===== config.mk =====
export PLATFORM = sky130hd
export DESIGN_NAME = http_chunked_encoder_unit
export DESIGN_NICKNAME = d
export VERILOG_FILES = /design/src/hdl/hce_pkg.sv /design/src/hdl/hce_framer.sv /design/src/hdl/hce_serialiser.sv /design/src/hdl/http_chunked_encoder_unit.sv
export SDC_FILE = /design/constraint.sdc
export NUM_CORES = 1
export LEC_CHECK = 0
export BUFFER_PORTS_ARGS = -buffer_cell sky130_fd_sc_hd__buf_2
export CAP_MARGIN = 0
export CORE_ASPECT_RATIO = 0.6
export CORE_MARGIN = 3
export CORE_UTILIZATION = 51
export CTS_BUF_LIST = sky130_fd_sc_hd__clkbuf_16
export DETAILED_ROUTE_END_ITERATION = 8
export PLACE_DENSITY = 0.78
export SYNTH_ARGS = -nofsm -noshare
export SYNTH_HDL_FRONTEND = slang
export SYNTH_HIERARCHICAL = 1
export SYNTH_SLANG_ARGS = --single-unit

===== constraint.sdc =====
create_clock -name clk -period 5.9 [get_ports clk]
set_input_delay 0.885 -clock clk [delete_from_list [all_inputs] [get_ports clk]]
set_output_delay 0.885 -clock clk [all_outputs]
set_load 0.02 [all_outputs]

===== src/hdl/hce_pkg.sv =====
// Shared types and constants for the HTTP chunked transfer encoder.
// Used by the framer, the serialiser and the top level; depends on nothing.
package hce_pkg;

  localparam logic [15:0] MAX_CHUNK = 16'hffff;

  localparam logic [7:0] CR_BYTE   = 8'h0d;
  localparam logic [7:0] LF_BYTE   = 8'h0a;
  localparam logic [7:0] ZERO_CHAR = 8'h30;
  localparam logic [7:0] ALPHA_OFS = 8'h57;  // 'a' - 10

  // Fixed slot layout of one burst: d3 d2 d1 d0 CR LF data CR LF.
  // A close reuses it as: slot 3 '0', CR LF, CR LF in slots 4..7.
  localparam int unsigned NUM_SLOTS        = 9;
  localparam logic [3:0]  SLOT_DIG3        = 4'd0;
  localparam logic [3:0]  SLOT_DIG2        = 4'd1;
  localparam logic [3:0]  SLOT_DIG1        = 4'd2;
  localparam logic [3:0]  SLOT_DIG0        = 4'd3;
  localparam logic [3:0]  SLOT_DATA        = 4'd6;
  localparam logic [3:0]  SLOT_CLOSE_LAST  = 4'd7;
  localparam logic [3:0]  SLOT_TRL_LAST    = 4'd8;

  localparam logic REQ_DATA  = 1'b0;
  localparam logic REQ_CLOSE = 1'b1;

  typedef logic [NUM_SLOTS-1:0][7:0] slot_vec_t;

  typedef struct packed {
    logic       emit;   // item causes at least one byte
    slot_vec_t  slots;
    logic [3:0] first;
    logic [3:0] last;
  } burst_t;

  function automatic logic [7:0] hex_char(input logic [3:0] nib);
    if (nib < 4'd10) begin
      return ZERO_CHAR + {4'h0, nib};
    end else begin
      return ALPHA_OFS + {4'h0, nib};
    end
  endfunction

endpackage


===== src/hdl/hce_framer.sv =====
// Framer: write and chunk counters, builds the byte burst for one input word.
// Depends on hce_pkg.
module hce_framer
  import hce_pkg::*;
(
  input  logic        clk,
  input  logic        rst_n,
  input  logic        accept,
  input  logic        req_type,
  input  logic [7:0]  data_byte,
  input  logic [30:0] write_length,
  output burst_t      burst
);

  logic [30:0] wr_rem_r, wr_rem_nxt;
  logic [15:0] ch_rem_r, ch_rem_nxt;

  logic [30:0] wr_cur;
  logic [15:0] ch_cur;
  logic        hdr;
  logic [15:0] chunk_len;
  logic [15:0] ch_left;
  logic [15:0] ch_after;
  logic        trl;
  logic [15:0] hex_v;
  logic        is_close;
  logic [3:0]  hdr_first;

  assign is_close = (req_type == REQ_CLOSE);

  // A new write's length is only taken when none is in progress
  assign wr_cur    = (wr_rem_r == 31'd0) ? write_length : wr_rem_r;
  assign ch_cur    = (wr_rem_r == 31'd0) ? 16'd0 : ch_rem_r;
  assign hdr       = (ch_cur == 16'd0);
  assign chunk_len = (wr_cur < {15'd0, MAX_CHUNK}) ? wr_cur[15:0] : MAX_CHUNK;
  assign ch_left   = hdr ? chunk_len : ch_cur;
  assign ch_after  = ch_left - 16'd1;
  assign trl       = (ch_after == 16'd0);
  assign hex_v     = is_close ? 16'd0 : chunk_len;

  // no leading zeros: start at the highest non-zero nibble
  always_comb begin
    if (hex_v[15:12] != 4'd0) begin
      hdr_first = SLOT_DIG3;
    end else if (hex_v[11:8] != 4'd0) begin
      hdr_first = SLOT_DIG2;
    end else if (hex_v[7:4] != 4'd0) begin
      hdr_first = SLOT_DIG1;
    end else begin
      hdr_first = SLOT_DIG0;
    end
  end

  always_comb begin
    burst.emit     = is_close || (wr_cur != 31'd0);
    burst.slots[0] = hex_char(hex_v[15:12]);
    burst.slots[1] = hex_char(hex_v[11:8]);
    burst.slots[2] = hex_char(hex_v[7:4]);
    burst.slots[3] = hex_char(hex_v[3:0]);
    burst.slots[4] = CR_BYTE;
    burst.slots[5] = LF_BYTE;
    burst.slots[6] = is_close ? CR_BYTE : data_byte;
    burst.slots[7] = is_close ? LF_BYTE : CR_BYTE;
    burst.slots[8] = LF_BYTE;
    if (is_close) begin
      burst.first = SLOT_DIG0;
      burst.last  = SLOT_CLOSE_LAST;
    end else begin
      burst.first = hdr ? hdr_first : SLOT_DATA;
      burst.last  = trl ? SLOT_TRL_LAST : SLOT_DATA;
    end
  end

  always_comb begin
    wr_rem_nxt = wr_rem_r;
    ch_rem_nxt = ch_rem_r;
    if (accept) begin
      if (is_close) begin
        wr_rem_nxt = 31'd0;
        ch_rem_nxt = 16'd0;
      end else if (wr_cur != 31'd0) begin
        wr_rem_nxt = wr_cur - 31'd1;
        ch_rem_nxt = ch_after;
      end else begin
        wr_rem_nxt = 31'd0;
        ch_rem_nxt = 16'd0;
      end
    end
  end

  always_ff @(posedge clk) begin
    if (!rst_n) begin
      wr_rem_r <= 31'd0;
      ch_rem_r <= 16'd0;
    end else begin
      wr_rem_r <= wr_rem_nxt;
      ch_rem_r <= ch_rem_nxt;
    end
  end

endmodule


===== src/hdl/hce_serialiser.sv =====
// Serialiser: holds one burst and hands out a byte per cycle unless stalled.
// Depends on hce_pkg.
module hce_serialiser
  import hce_pkg::*;
(
  input  logic       clk,
  input  logic       rst_n,
  input  burst_t     burst,
  input  logic       in_valid,
  output logic       in_stall,
  output logic       out_valid,
  input  logic       out_stall,
  output logic [7:0] out_byte,
  output logic       out_last
);

  logic       busy_r, busy_nxt;
  slot_vec_t  slots_r, slots_nxt;
  logic [3:0] idx_r, idx_nxt;
  logic [3:0] last_r, last_nxt;

  logic out_take;
  logic finishing;
  logic load;

  assign out_valid = busy_r;
  assign out_byte  = slots_r[idx_r];
  assign out_last  = (idx_r == last_r);

  assign out_take  = busy_r && !out_stall;
  assign finishing = out_take && out_last;
  // a new word may enter while the final byte of the current burst leaves
  assign in_stall  = busy_r && !finishing;
  assign load      = in_valid && !in_stall && burst.emit;

  always_comb begin
    busy_nxt  = busy_r;
    slots_nxt = slots_r;
    idx_nxt   = idx_r;
    last_nxt  = last_r;
    if (load) begin
      busy_nxt  = 1'b1;
      slots_nxt = burst.slots;
      idx_nxt   = burst.first;
      last_nxt  = burst.last;
    end else if (finishing) begin
      busy_nxt = 1'b0;
    end else if (out_take) begin
      idx_nxt = idx_r + 4'd1;
    end
  end

  always_ff @(posedge clk) begin
    if (!rst_n) begin
      busy_r <= 1'b0;
    end else begin
      busy_r <= busy_nxt;
    end
  end

  always_ff @(posedge clk) begin
    slots_r <= slots_nxt;
    idx_r   <= idx_nxt;
    last_r  <= last_nxt;
  end

endmodule


===== src/hdl/http_chunked_encoder_unit.sv =====
// HTTP chunked transfer encoder, top level.
// Depends on hce_pkg, hce_framer and hce_serialiser.
//
// Input channel (in_valid / in_stall): one word is either a payload byte of
// the current write (in_req_type = 0) or a close request (in_req_type = 1).
// in_write_length is sampled only with a payload byte that arrives while no
// write is in progress; a zero length there drops the byte with no output.
// Output channel (out_valid / out_stall): the encoded stream, a byte per word,
// with out_last marking the final byte caused by one input word.
// The first byte of a word's burst appears the cycle after the word is
// accepted. While the receiver does not stall, plain payload bytes flow at
// one per cycle; a chunk header or trailer adds bytes to the burst, and a
// close is the five bytes '0' CR LF CR LF.
// The next input word is taken in the cycle the last byte of the current
// burst is taken. While the receiver stalls, the output byte holds and
// in_stall rises once that burst cannot finish. Reset clears both counters
// and empties the output register.
module http_chunked_encoder_unit
  import hce_pkg::*;
(
  input  logic        clk,
  input  logic        rst_n,
  input  logic        in_valid,
  output logic        in_stall,
  input  logic        in_req_type,
  input  logic [7:0]  in_data_byte,
  input  logic [30:0] in_write_length,
  output logic        out_valid,
  input  logic        out_stall,
  output logic [7:0]  out_byte,
  output logic        out_last
);

  burst_t burst;
  logic   accept;

  assign accept = in_valid && !in_stall;

  hce_framer u_framer (
    .clk          (clk),
    .rst_n        (rst_n),
    .accept       (accept),
    .req_type     (in_req_type),
    .data_byte    (in_data_byte),
    .write_length (in_write_length),
    .burst        (burst)
  );

  hce_serialiser u_serialiser (
    .clk       (clk),
    .rst_n     (rst_n),
    .burst     (burst),
    .in_valid  (in_valid),
    .in_stall  (in_stall),
    .out_valid (out_valid),
    .out_stall (out_stall),
    .out_byte  (out_byte),
    .out_last  (out_last)
  );

endmodule


==> key figures <==
Detailed routing
  – DRT Pass-1 Iters: 7
  – DR vias: 7805
  – Avg WL per Cell: 20.90 µm
  – Met3 Wirelength: 3.825 mm
  – Max Used Layer: met4
  – Post-route antenna net violation count: 0
  – DRC viols: 0
  – DR vias/cell: 6.440
  – Met2 routed WL: 9.867 mm
  – M1 wire length: 11.26 mm
  – Iter 0 DRT Violations: 1146
  – WL final: 25.34 mm

Cells and area
  – Multi-input gate area: 0.004796 mm²
  – Number of diodes: 0
  – Register area: 0.003363 mm²
  – # fillers: 1430
  – Share of cells above drive strength 1: 14.13%
  – Non-Filler Instances: 1212
  – Nets: 1025
  – Area grow syn2layout: 9.376%

GRT
  – Grt total ovfl: 0
  – First-pass GRT wire length: 39.74 mm
  – Aggregate global-route resource usage: 27.40%
  – Vias in the first global route: 6953
  – Initial antenna violation count: 0
  – Largest net degree at the start of global routing: 53

STA
  – TNS Setup: 0 ns
  – Final cycle utilization of the critical path: 86.56%
  – Clock period minus final worst setup slack: 5.107 ns
  – Hold Violations, Final: 0
  – Rel. slew slack: 31.34%
  – Unrepaired setup endpoints after global routing: no
  – Final setup viols: 0
  – Slew @ Worst Pin: 1.022 ns
  – Max Freq: 0.1958 GHz
  – Max-slew violation count: 0
  – Fin Clk Skew: 0.01513 ns
  – PnR worst setup slack: 0.7931 ns

Clocking
  – CTS tree: done
  – Clk buf depth: 2
  – Post-CTS Setup Bufs: 0
  – TritonCTS Buffers: 17
  – Clk_lat worst skew: 0.43 ns
  – # H-tree levels: 4
  – Resized Gates After CTS: 0
  – Hold-fix buffers, CTS: 0
  – Clock root cell: clkbuf_16
  – CTS Sinks: 128
  – Clock transition at the registers of the reported paths: 0.06 ns

Floorplan
  – Die footprint: 0.01860 mm²
  – Std-Cell Rows: 36
  – Die Y: 106.9 µm
  – Die X: 174.1 µm
  – Core ar.: 0.01640 mm²
  – I/O pin cnt: 55
  – Initial Util: 52.74%

Synthesis
  – Ys async rst share: 0%
  – Mapped Avg Cell Area: 9.150 µm²
  – Area share of the largest cell type after synthesis: 27.78%
  – Most used DFF post-synth: edfxtp_1
  – EDFF count, synth: 80
  – Post-synthesis sequential area ratio: 38.89%
  – #FFs+latches synth: 128
  – Post-Syn Area: 0.008647 mm²
  – Synth unique cells: 91
  – Synth Instances: 945
  – Yosys warns: 6
  – Area contributors post-synth: edfxtp_1 (28%), dfxtp_1 (11%), nand2_1 (5.2%)
  – Leading area contributor after synthesis: edfxtp_1

Critical path
  – Crit-path leading delay family: simple AND/OR/NAND/NOR gates
  – Crit path kind: reg -> reg
  – Startpoint types: register
  – CP required: 6.04 ns
  – Data arrival, critical path: 5.24 ns
  – CP dominant cell by count: nor3_1
  – CP endpoint kind: register
  – Buf+Inv Stages, Crit Path: 0
  – Slowest CP cell: nor3_1
  – Max stage delay on crit path: 0.60 ns
  – CP Max Fanout: 27
  – Critical Path, Cell by Cell: nor3_1 > nand4_1 > nor4_1 > o21a_1 > and3_4 > nand2_1 > a22oi_1 > ha_1 > nand3_1 > o31a_1 > nor3_1 > a31oi_1 > a2111oi_4 > o2111ai_1

Placed design
  – IO buf count: 54
  – Post-DP HPWL: 17.83 mm
  – # placed instances: 1180
  – RD Place Congestion: 1.016
  – Place WS: 0.6594 ns

Hold path
  – HP Class: reg -> reg

Flow run
  – Max Cap Viol: 0

Status
  – Status: completed
kinds of logic (layout without fill, tap and decap cells):
group | Yosys count | after routing | share of synthesized area [%]
AO/OA/AOI/OAI | 249 | 249 | 20.29
XOR/XNOR | 34 | 34 | 3.834
adder cells (fa/ha/maj) | 10 | 10 | 1.447
buffers and inverters | 110 | 113 | 7.264
flip-flops | 128 | 128 | 38.89
multiplexers | 36 | 36 | 5.889
other | 2 | 38 | 0.08685
AND/OR/NAND/NOR | 376 | 376 | 22.30
cell usage after synthesis (9+ instances only):
master / number
nor4_1: 15
a211oi_1: 11
buf_4: 42
a21boi_0: 17
a31oi_1: 23
clkbuf_1: 34
nor2_1: 62
ha_1: 10
edfxtp_1: 80
nand4_1: 14
xnor2_1: 21
nand2_1: 119
o21ai_0: 40
dfxtp_1: 48
inv_1: 11
mux2i_1: 18
or3_1: 15
xor2_1: 10
buf_2: 13
a21oi_1: 47
and2_1: 14
nand3_1: 34
a22oi_1: 13
nor3_1: 40
o21a_1: 10
nor2b_1: 13
o21ai_1: 9
routing by layer:
layer  vias up  global-route usage, %
met1      3638                  42.07
met2       585                  35.15
met3        50                  11.15
met5         -                      0
met4         0                  6.250
li1       3532                      -
path summary, 6_finish.rpt:
check	from	depth (start not counted)	to	slack, ns
max reg2reg	u_framer/wr_rem_r[1]$_SDFFE_PN0P_	14	u_serialiser/last_r[1]$_DFFE_PP_	0.79
min	u_framer/ch_rem_r[0]$_SDFFE_PN0P_	2	u_framer/ch_rem_r[0]$_SDFFE_PN0P_	0.51
max	u_framer/wr_rem_r[1]$_SDFFE_PN0P_	14	u_serialiser/last_r[1]$_DFFE_PP_	0.79
min reg2reg	u_framer/ch_rem_r[0]$_SDFFE_PN0P_	2	u_framer/ch_rem_r[0]$_SDFFE_PN0P_	0.51
metrics by stage:
stage                     hold slack [ns]  instance area (µm²)  utilization, %
after detailed placement           0.5003                 8885           54.19
after global placement             0.4976                 8885           54.19
after floorplan                    0.4637                 8782               -
final                              0.5129                 9458           57.68
after CTS                          0.5097                 9458           57.68
after global routing               0.5574                 9458           57.68
area by class of cell:
cell class | count | share of cell area [%]
timing repair buffer | 69 | 4.180
multi-input combinational | 743 | 50.71
tap | 228 | 3.016
clock inverter | 15 | 1.561
sequential | 128 | 35.56
clock buffer | 17 | 4.498
inverter | 12 | 0.4763
worst register-to-register path, delay by kind of cell (launching register included):
kind            cells  cell delay (ns)
flops               1             0.38
fa+ha+maj           1             0.32
simple gates        7             2.43
compound gates      6             1.68
placed cells by master (no fill, tap or decap), drive strengths merged, types with 24 or more instances in the layout:
| cell | count |
|---|---|
| a21oi | 47 |
| buf | 69 |
| conb | 38 |
| dfxtp | 48 |
| edfxtp | 80 |
| nand2 | 119 |
| nand3 | 35 |
| nor2 | 64 |
| nor3 | 42 |
| o21ai | 49 |
| xnor2 | 24 |
sequential cells by signal, indices dropped and copies added, names as in the netlist:
register,count
u_serialiser/slots_r,72
u_framer/ch_rem_r,16
u_framer/wr_rem_r,31
u_serialiser/out_valid,1
u_serialiser/last_r,4
u_serialiser/idx_r,4
Power is left out: the tool's default activity adds up to more than one toggle a clock period on the data nets, which glitch-free logic cannot reach.
